## src/hw/rtl/ssc_pkg.sv

```systemverilog
package ssc_pkg;

    localparam int CAPACITY = 64;

    localparam int KEY_W  = 16;
    localparam int TOT_W  = 16;
    localparam int DIV_W  = 4;
    localparam int ADDR_W = (CAPACITY > 1) ? $clog2(CAPACITY) : 1;
    localparam int CNT_W  = $clog2(CAPACITY + 1);
    localparam int GAP_W  = $clog2(CAPACITY / 2 + 1);
    localparam int IDX_W  = $clog2(CAPACITY + CAPACITY / 2);
    localparam int CMP_W  = CNT_W + DIV_W;

    localparam logic [DIV_W-1:0] DIV_MIN   = DIV_W'(2);
    localparam logic [DIV_W-1:0] DIV_MAX   = DIV_W'(8);
    localparam logic [DIV_W-1:0] DIV_RESET = DIV_W'(2);

    localparam logic [TOT_W-1:0] TOT_MAX        = '1;
    localparam logic [TOT_W-1:0] MOVES_PER_SWAP = TOT_W'(3);

    typedef struct packed {
        logic [TOT_W-1:0] move_total;
        logic [TOT_W-1:0] compare_total;
        logic             final_item;
        logic [KEY_W-1:0] sorted_value;
    } result_t;

endpackage

```

## src/hw/rtl/ssc_ram.sv

```systemverilog
module ssc_ram #(
    parameter int WIDTH = 16,
    parameter int DEPTH = 64
) (
    input  logic                                      aclk,
    input  logic                                      we,
    input  logic [((DEPTH > 1) ? $clog2(DEPTH) : 1)-1:0] waddr,
    input  logic [WIDTH-1:0]                          wdata,
    input  logic                                      re,
    input  logic [((DEPTH > 1) ? $clog2(DEPTH) : 1)-1:0] raddr,
    output logic [WIDTH-1:0]                          rdata
);

    logic [WIDTH-1:0] mem [DEPTH];
    logic [WIDTH-1:0] rdata_reg;

    always_ff @(posedge aclk) begin
        if (we) begin
            mem[waddr] <= wdata;
        end
        if (re) begin
            rdata_reg <= mem[raddr];
        end
    end

    assign rdata = rdata_reg;

endmodule

```

## src/hw/rtl/ssc_core.sv

```systemverilog
module ssc_core (
    input  logic                       aclk,
    input  logic                       aresetn,
    input  logic [ssc_pkg::DIV_W-1:0]  divisor,
    input  logic                       in_valid,
    output logic                       in_ready,
    input  logic [ssc_pkg::KEY_W-1:0]  in_key,
    input  logic                       in_last,
    output logic                       out_valid,
    input  logic                       out_ready,
    output ssc_pkg::result_t           out_result
);

    localparam logic [2:0] ST_LOAD   = 3'd0;
    localparam logic [2:0] ST_DIV    = 3'd1;
    localparam logic [2:0] ST_NEXT_I = 3'd2;
    localparam logic [2:0] ST_KEY    = 3'd3;
    localparam logic [2:0] ST_CMP    = 3'd4;
    localparam logic [2:0] ST_PUT    = 3'd5;
    localparam logic [2:0] ST_EOUT   = 3'd6;

    logic [2:0]                  state_reg, state_next;
    logic [ssc_pkg::CNT_W-1:0]   count_reg, count_next;
    logic [ssc_pkg::CNT_W-1:0]   n_reg, n_next;
    logic [ssc_pkg::GAP_W-1:0]   gap_reg, gap_next;
    logic [ssc_pkg::GAP_W-1:0]   last_gap_reg, last_gap_next;
    logic [ssc_pkg::GAP_W-1:0]   start_reg, start_next;
    logic [ssc_pkg::IDX_W-1:0]   i_reg, i_next;
    logic [ssc_pkg::ADDR_W-1:0]  j_reg, j_next;
    logic [ssc_pkg::ADDR_W-1:0]  k_reg, k_next;
    logic [ssc_pkg::KEY_W-1:0]   key_reg, key_next;
    logic [ssc_pkg::CNT_W-1:0]   rem_reg, rem_next;
    logic [ssc_pkg::GAP_W-1:0]   quot_reg, quot_next;
    logic [ssc_pkg::TOT_W-1:0]   cmp_reg, cmp_next;
    logic [ssc_pkg::TOT_W-1:0]   mov_reg, mov_next;

    logic                        ram_we;
    logic [ssc_pkg::ADDR_W-1:0]  ram_waddr;
    logic [ssc_pkg::KEY_W-1:0]   ram_wdata;
    logic                        ram_re;
    logic [ssc_pkg::ADDR_W-1:0]  ram_raddr;
    logic [ssc_pkg::KEY_W-1:0]   ram_rdata;

    logic [ssc_pkg::CMP_W-1:0]   rem_ext, div_ext;
    logic [ssc_pkg::IDX_W-1:0]   gap_idx, start_idx, j_idx, n_idx;
    logic [ssc_pkg::ADDR_W-1:0]  j_up;
    logic [ssc_pkg::CNT_W-1:0]   n_load;
    logic                        is_final;

    ssc_ram #(
        .WIDTH(ssc_pkg::KEY_W),
        .DEPTH(ssc_pkg::CAPACITY)
    ) u_key_store (
        .aclk (aclk),
        .we   (ram_we),
        .waddr(ram_waddr),
        .wdata(ram_wdata),
        .re   (ram_re),
        .raddr(ram_raddr),
        .rdata(ram_rdata)
    );

    assign rem_ext   = ssc_pkg::CMP_W'(rem_reg);
    assign div_ext   = ssc_pkg::CMP_W'(divisor);
    assign gap_idx   = ssc_pkg::IDX_W'(gap_reg);
    assign start_idx = ssc_pkg::IDX_W'(start_reg);
    assign j_idx     = ssc_pkg::IDX_W'(j_reg);
    assign n_idx     = ssc_pkg::IDX_W'(n_reg);
    assign j_up      = ssc_pkg::ADDR_W'(j_idx + gap_idx);
    assign n_load    = (count_reg < ssc_pkg::CNT_W'(ssc_pkg::CAPACITY))
                     ? count_reg + ssc_pkg::CNT_W'(1) : count_reg;
    assign is_final  = (ssc_pkg::CNT_W'(k_reg) + ssc_pkg::CNT_W'(1)) == n_reg;

    assign in_ready   = (state_reg == ST_LOAD);
    assign out_valid  = (state_reg == ST_EOUT);
    assign out_result = {mov_reg, cmp_reg, is_final, ram_rdata};

    always_comb begin
        state_next    = state_reg;
        count_next    = count_reg;
        n_next        = n_reg;
        gap_next      = gap_reg;
        last_gap_next = last_gap_reg;
        start_next    = start_reg;
        i_next        = i_reg;
        j_next        = j_reg;
        k_next        = k_reg;
        key_next      = key_reg;
        rem_next      = rem_reg;
        quot_next     = quot_reg;
        cmp_next      = cmp_reg;
        mov_next      = mov_reg;
        ram_we        = 1'b0;
        ram_waddr     = '0;
        ram_wdata     = '0;
        ram_re        = 1'b0;
        ram_raddr     = '0;

        unique case (state_reg)
            ST_LOAD: begin
                if (in_valid) begin
                    if (count_reg < ssc_pkg::CNT_W'(ssc_pkg::CAPACITY)) begin
                        ram_we     = 1'b1;
                        ram_waddr  = count_reg[ssc_pkg::ADDR_W-1:0];
                        ram_wdata  = in_key;
                        count_next = count_reg + ssc_pkg::CNT_W'(1);
                    end
                    if (in_last) begin
                        n_next        = n_load;
                        count_next    = '0;
                        cmp_next      = '0;
                        mov_next      = '0;
                        last_gap_next = '0;
                        rem_next      = n_load;
                        quot_next     = '0;
                        state_next    = ST_DIV;
                    end
                end
            end
            ST_DIV: begin
                if (rem_ext >= div_ext) begin
                    rem_next  = ssc_pkg::CNT_W'(rem_ext - div_ext);
                    quot_next = quot_reg + ssc_pkg::GAP_W'(1);
                end else if (quot_reg != '0) begin
                    gap_next      = quot_reg;
                    last_gap_next = quot_reg;
                    start_next    = '0;
                    i_next        = ssc_pkg::IDX_W'(quot_reg);
                    state_next    = ST_NEXT_I;
                end else if (last_gap_reg != ssc_pkg::GAP_W'(1)) begin
                    // gap sequence skipped one: finish with a plain insertion pass
                    gap_next      = ssc_pkg::GAP_W'(1);
                    last_gap_next = ssc_pkg::GAP_W'(1);
                    start_next    = '0;
                    i_next        = ssc_pkg::IDX_W'(1);
                    state_next    = ST_NEXT_I;
                end else begin
                    ram_re     = 1'b1;
                    ram_raddr  = '0;
                    k_next     = '0;
                    state_next = ST_EOUT;
                end
            end
            ST_NEXT_I: begin
                if (i_reg < n_idx) begin
                    ram_re     = 1'b1;
                    ram_raddr  = i_reg[ssc_pkg::ADDR_W-1:0];
                    state_next = ST_KEY;
                end else if ((start_idx + ssc_pkg::IDX_W'(1)) < gap_idx) begin
                    start_next = start_reg + ssc_pkg::GAP_W'(1);
                    i_next     = start_idx + ssc_pkg::IDX_W'(1) + gap_idx;
                end else begin
                    rem_next   = ssc_pkg::CNT_W'(gap_reg);
                    quot_next  = '0;
                    state_next = ST_DIV;
                end
            end
            ST_KEY: begin
                key_next   = ram_rdata;
                j_next     = ssc_pkg::ADDR_W'(i_reg - gap_idx);
                ram_re     = 1'b1;
                ram_raddr  = ssc_pkg::ADDR_W'(i_reg - gap_idx);
                state_next = ST_CMP;
            end
            ST_CMP: begin
                cmp_next = (cmp_reg == ssc_pkg::TOT_MAX)
                         ? cmp_reg : cmp_reg + ssc_pkg::TOT_W'(1);
                ram_we    = 1'b1;
                ram_waddr = j_up;
                if (ram_rdata > key_reg) begin
                    ram_wdata = ram_rdata;
                    mov_next  = (mov_reg > (ssc_pkg::TOT_MAX - ssc_pkg::MOVES_PER_SWAP))
                              ? ssc_pkg::TOT_MAX : mov_reg + ssc_pkg::MOVES_PER_SWAP;
                    if (j_idx < (start_idx + gap_idx)) begin
                        state_next = ST_PUT;
                    end else begin
                        j_next    = ssc_pkg::ADDR_W'(j_idx - gap_idx);
                        ram_re    = 1'b1;
                        ram_raddr = ssc_pkg::ADDR_W'(j_idx - gap_idx);
                    end
                end else begin
                    ram_wdata  = key_reg;
                    i_next     = i_reg + gap_idx;
                    state_next = ST_NEXT_I;
                end
            end
            ST_PUT: begin
                ram_we     = 1'b1;
                ram_waddr  = j_reg;
                ram_wdata  = key_reg;
                i_next     = i_reg + gap_idx;
                state_next = ST_NEXT_I;
            end
            ST_EOUT: begin
                if (out_ready) begin
                    if (is_final) begin
                        state_next = ST_LOAD;
                    end else begin
                        k_next    = k_reg + ssc_pkg::ADDR_W'(1);
                        ram_re    = 1'b1;
                        ram_raddr = k_reg + ssc_pkg::ADDR_W'(1);
                    end
                end
            end
            default: begin
                state_next = ST_LOAD;
            end
        endcase
    end

    always_ff @(posedge aclk) begin
        if (!aresetn) begin
            state_reg <= ST_LOAD;
            count_reg <= '0;
            cmp_reg   <= '0;
            mov_reg   <= '0;
        end else begin
            state_reg <= state_next;
            count_reg <= count_next;
            cmp_reg   <= cmp_next;
            mov_reg   <= mov_next;
        end
    end

    always_ff @(posedge aclk) begin
        n_reg        <= n_next;
        gap_reg      <= gap_next;
        last_gap_reg <= last_gap_next;
        start_reg    <= start_next;
        i_reg        <= i_next;
        j_reg        <= j_next;
        k_reg        <= k_next;
        key_reg      <= key_next;
        rem_reg      <= rem_next;
        quot_reg     <= quot_next;
    end

`ifndef NO_ASSERTIONS
    a_count_bound: assert property (@(posedge aclk) disable iff (!aresetn)
        count_reg <= ssc_pkg::CNT_W'(ssc_pkg::CAPACITY))
        else $error("load count past capacity");

    a_gap_nonzero: assert property (@(posedge aclk) disable iff (!aresetn)
        (state_reg == ST_NEXT_I || state_reg == ST_KEY || state_reg == ST_CMP ||
         state_reg == ST_PUT) |-> (gap_reg != '0))
        else $error("sort pass running with zero gap");

    a_cmp_in_range: assert property (@(posedge aclk) disable iff (!aresetn)
        (state_reg == ST_CMP) |-> (ssc_pkg::CNT_W'(j_up) < n_reg))
        else $error("compare step outside loaded keys");

    a_totals_hold: assert property (@(posedge aclk) disable iff (!aresetn)
        (state_reg == ST_EOUT && $past(state_reg == ST_EOUT))
        |-> ($stable(cmp_reg) && $stable(mov_reg)))
        else $error("totals changed during output");

    a_move_step: assert property (@(posedge aclk) disable iff (!aresetn)
        (state_reg == ST_CMP && $past(state_reg == ST_CMP)) |-> (cmp_reg != '0))
        else $error("compare total lost a step");
`endif

endmodule

```

## src/hw/rtl/shell_sort_with_counts.sv

```systemverilog
// Collects up to ssc_pkg::CAPACITY unsigned 16-bit keys, one per cycle, until a
// request with tlast set; keys past capacity are dropped, but their tlast still
// starts the sort. The keys are then shell-sorted in place in a single-port-read,
// single-port-write key memory, gaps being count/divisor, divided again each round
// (divisor clamped to 2..8, plus a closing gap-1 pass when the sequence misses 1).
// Each comparison is one compare state; each inserted key also passes a read state and a
// key-fetch state, plus a put state when it lands at the head of its chain, and each
// chain change and each gap division step is a state of its own.
// Results then stream out one per cycle while the receiver is ready, in ascending
// order, each carrying the saturating compare and move totals, tlast on the last. Input
// is stalled from the end-of-set request until the last result has moved into the
// output register. No clearing pass at reset.
module shell_sort_with_counts (
    input  logic        aclk,
    input  logic        aresetn,
    input  logic        cfg_wr_en,
    input  logic [3:0]  cfg_wr_data,     // gap_divisor
    input  logic        s_axis_tvalid,
    output logic        s_axis_tready,
    input  logic [15:0] s_axis_tdata,    // [15:0] key_value
    input  logic        s_axis_tlast,    // end_of_set
    output logic        m_axis_tvalid,
    input  logic        m_axis_tready,
    output logic [47:0] m_axis_tdata,    // [15:0] sorted_value, [31:16] compare_total,
                                         // [47:32] move_total
    output logic        m_axis_tlast     // final_item
);

    logic [ssc_pkg::DIV_W-1:0] div_reg, div_next;
    logic [ssc_pkg::DIV_W-1:0] div_eff;
    logic                      m_valid_reg, m_valid_next;
    ssc_pkg::result_t          m_result_reg;
    ssc_pkg::result_t          core_result;
    logic                      core_valid;
    logic                      core_ready;

    assign div_next = cfg_wr_en ? cfg_wr_data : div_reg;
    assign div_eff  = (div_reg < ssc_pkg::DIV_MIN) ? ssc_pkg::DIV_MIN
                    : (div_reg > ssc_pkg::DIV_MAX) ? ssc_pkg::DIV_MAX : div_reg;

    ssc_core u_core (
        .aclk      (aclk),
        .aresetn   (aresetn),
        .divisor   (div_eff),
        .in_valid  (s_axis_tvalid),
        .in_ready  (s_axis_tready),
        .in_key    (s_axis_tdata),
        .in_last   (s_axis_tlast),
        .out_valid (core_valid),
        .out_ready (core_ready),
        .out_result(core_result)
    );

    assign core_ready   = !m_valid_reg || m_axis_tready;
    assign m_valid_next = core_ready ? core_valid : m_valid_reg;

    always_ff @(posedge aclk) begin
        if (!aresetn) begin
            div_reg     <= ssc_pkg::DIV_RESET;
            m_valid_reg <= 1'b0;
        end else begin
            div_reg     <= div_next;
            m_valid_reg <= m_valid_next;
        end
    end

    always_ff @(posedge aclk) begin
        if (core_ready && core_valid) begin
            m_result_reg <= core_result;
        end
    end

    assign m_axis_tvalid = m_valid_reg;
    assign m_axis_tdata  = {m_result_reg.move_total, m_result_reg.compare_total,
                            m_result_reg.sorted_value};
    assign m_axis_tlast  = m_result_reg.final_item;

endmodule

```

## config.mk

```make
export PLATFORM = sky130hd
export DESIGN_NAME = shell_sort_with_counts
export DESIGN_NICKNAME = d
export VERILOG_FILES = /design/src/hw/rtl/ssc_pkg.sv /design/src/hw/rtl/ssc_ram.sv /design/src/hw/rtl/ssc_core.sv /design/src/hw/rtl/shell_sort_with_counts.sv
export SDC_FILE = /design/constraint.sdc
export NUM_CORES = 1
export LEC_CHECK = 0
export CAP_MARGIN = 5
export CORE_ASPECT_RATIO = 2
export CORE_MARGIN = 2
export CORE_UTILIZATION = 50
export CTS_CLUSTER_DIAMETER = 200
export DETAILED_ROUTE_END_ITERATION = 8
export DONT_BUFFER_PORTS = 1
export GPL_ROUTABILITY_DRIVEN = 0
export HOLD_SLACK_MARGIN = 0.1
export MAX_ROUTING_LAYER = met4
export PLACE_DENSITY = 0.63
export SKIP_LAST_GASP = 1
export SLEW_MARGIN = 20
export SYNTH_ARGS = -nofsm -noshare
export SYNTH_HDL_FRONTEND = slang
export SYNTH_SLANG_ARGS = --single-unit
```

## constraint.sdc

```tcl
create_clock -name aclk -period 5.8 [get_ports aclk]
set_input_delay 1.16 -clock aclk [delete_from_list [all_inputs] [get_ports aclk]]
set_output_delay 1.16 -clock aclk [all_outputs]
set_load 0.1 [all_outputs]
```

==> summary.txt <==
Drt
  • Routed len/inst: 27.93 um
  • Via count: between 30000 and 40000
  • Initial DRC Count: 2885
  • Via density per instance: about 6.1
  • Remaining DRCs: 0
  • First-pass detailed-route iteration total: 7
  • Final ANT Viol Nets: 0
  • WL final: 144100 um

Floorplan
  • Die span in y: 453.3 um
  • Initial Utilization: between 50% and 60%
  • I/O Pins: between 70 and 80
  • Die X: about 230 um
  • FP Rows: ~160
  • Full die area: between 0.1 and 0.15 sq mm
  • Core footprint: 0.09993 sq mm

Global routing
  • First-pass GRT wire length: ~210000 um
  • Gr usage total: between 20% and 30%
  • Largest net degree at the start of global routing: 85
  • Vias in the first global route: ~31000
  • Initial antenna violation count: 3
  • Grt total ovfl: 0

Synth
  • Flops & latches, synth: 1209
  • Async set-reset flop share out of synthesis: 0%
  • Cells after Synth: around 3600
  • Mean Syn Cell Area: about 14 sq um
  • Unique masters post-synth: just over 80
  • Syn_nets: approximately 3700
  • EDFF count, synth: between 1000 and 1500
  • Synth warnings: 0
  • Post-synth top flop: edfxtp_1
  • Mapped cell area: 0.05047 sq mm
  • Sequential fraction of the synthesis area: 71.00%

Setup path
  • Critical Path End Type: register
  • Critical path class: reg -> reg
  • Req. time, crit path: roughly 6.2 ns
  • Launch point of the worst reg-to-reg path: u_core.start_reg[0]
  • Largest stage delay, worst path: 0.87 ns
  • Crit Path Max Fanout: 10
  • Top delay family on crit path: compound AO/OA/AOI/OAI gates
  • Buffer and inverter count on the worst path: 4
  • Crit path DAT: around 6.2 ns
  • Worst setup path startpoint: u_core.start_reg[0]
  • Crit-path slowest cell: nor4b_2
  • Cell chain of the critical path: ha_1 > fa_1 > a21o_1 > a21oi_1 > xor2_1 > ha_1 > o211ai_1 > o21ai_2 > and2_1 > buf_4 > nand3_1 > o211ai_1 > buf_4 > buf_4 > o22ai_1 > o21ai_0 > buf_4 > nor4b_2 > nand4_1
  • Cell mode on critical path: buf_4
  • CP Launch Type: register

Pwr
  • LEAKAGE: approximately 20 nW
  • Peak supply drop: around 0.25 mV
  • Pwr per Cell Area: 415.1 mW/mm^2

Clock tree
  • CTS tree: done
  • H-tree Lvls: 3
  • Reg clk slew, reported paths: approximately 0.070 ns
  • CTS Buf Count: 98
  • Clk sinks: 1209
  • CTS root buffer: clkbuf_16
  • Later-pin clock latency in the skew report: approximately 0.75 ns
  • Hold buffer count at cts: 0
  • Clock Tree Buf Depth: 3

Placement
  • Post-DP Area: 0.05338 sq mm
  • Port-buffer cells: 0
  • DP HPWL: roughly 98000 um

Timing
  • Min cycle time layout: around 5.7 ns
  • Worst Max-Slew Pin Slew: around 1.1 ns
  • Max Slew Vio Count: 0
  • Tcrit/Tclk final: a little over nine tenths
  • Unrepaired setup endpoints after global routing: false
  • Headroom to the max-slew limit: about a quarter
  • Setup-failing EPs final: 0
  • Post-Route Skew: about 0.046 ns
  • TNS Setup: 0 ns
  • Max Freq: ~180 MHz
  • Final Hold Vio Count: 0

Worst hold path
  • HP Class: reg -> reg
  • HP Start: u_core.cmp_reg[10]

Cells and area
  • Biggest register: u_core.u_key_store.mem
  • Area growth syn-to-layout: 12.15%
  • Max FFs per register: roughly 1000
  • Commonest non-fill, non-tap cell in the layout: edfxtp_1
  • Share of layout cells above drive strength 1: a little under an eighth
  • Most frequent cells in the layout: edfxtp_1 (1162), nand2_1 (608), mux2i_1 (241), buf_4 (217), nor2_1 (154)
  • Design area: ~0.057 sq mm
  • Final nets: ~3900

Job
  • Max Cap Violations: 0

Run status
  • Outcome: completed
[area by class of cell]
| type | count | area [sq um] |
|---|---|---|
| multi-input cells | 2115 | 13480 |
| inverters | 91 | 345.3 |
| diodes | 2 | 5.005 |
| repair buffers | 239 | 2077 |
| clock buffers | 115 | 2516 |
| flip-flops and latches | 1209 | 35830 |
| well taps | 1328 | 1662 |
| fillers | 8048 | 43330 |
| clock inverters | 62 | 679.4 |
[cell families after synthesis]
kind of cell	Yosys count	synth area share, %
DFF	1209	71.00
AOI/OAI and AO/OA	521	7.341
xor gates and xnor gates	59	1.081
and+or+nand+nor	1189	10.67
buffers and inverters	285	2.509
adders and majority gates	77	1.998
muxes	269	5.404
[synth_stat cells (all sizes together), types with 59 or more instances]
| cell type | n | area, sq um |
|---|---|---|
| buf | 127 | 673.1 |
| nand2 | 609 | 2286 |
| inv | 90 | 337.8 |
| nor2 | 159 | 606.8 |
| nand3 | 141 | 705.7 |
| mux2i | 241 | 2412 |
| clkbuf | 67 | 251.5 |
| o22ai | 74 | 462.9 |
| a21oi | 59 | 306.5 |
| o21ai | 101 | 505.5 |
| ha | 71 | 888.4 |
| nand4 | 61 | 381.6 |
| edfxtp | 1162 | 34890 |
| and3 | 71 | 444.2 |
[where the power goes]
group | switching [mW] | total, mW | leakage (nW) | internal, mW
Sequential | 0.327 | 10.8 | 11.1 | 10.4
Clock | 3.15 | 6.74 | 1.55 | 3.59
Combinational | 4.01 | 6.00 | 7.35 | 1.99
Total | 7.49 | 23.5 | 20.0 | 16.0
[layer usage]
layer	share of wire (%)	up-vias	track usage, %
met5	0	-	-
met3	5.3	348	3.980
li1	-	13950	-
met1	34	15900	29.55
met2	54	1139	51.47
met4	6.9	0	17.67
[repair_timing]
action	CTS	global route
endpoints found under the hold margin	0	0
buffers inserted	0	2
resized for setup	0	2
setup endpoints to repair	0	6
[through the flow]
step | power (mW) | setup WS (ns) | cells | hold WS (ns) | util (%)
finish | 23.49 | 0.08719 | 5161 | 0.4782 | 56.64
floorplan | 14.40 | 0.6158 | 3609 | 0.4321 | -
detailed placement | 16.87 | 0.1317 | 4980 | 0.4612 | 53.41
CTS | 23.55 | 0.07724 | 5157 | 0.4778 | 56.61
global placement | 16.82 | 0.08861 | 4980 | 0.4564 | 53.41
global route | 24.30 | 0.03647 | 5161 | 0.5009 | 56.64
[final timing paths]
| kind | to | cells after the start | slack [ns] |
|---|---|---|---|
| worst min register to register | m_axis_tdata[26] | 0 | 0.48 |
| worst max register to register | u_core.u_key_store.rdata[1] | 19 | 0.09 |
| worst min-delay path | m_axis_tdata[26] | 0 | 0.48 |
| worst max-delay path | u_core.u_key_store.rdata[1] | 19 | 0.09 |
Note: power is estimated with default switching activity, not from simulation.
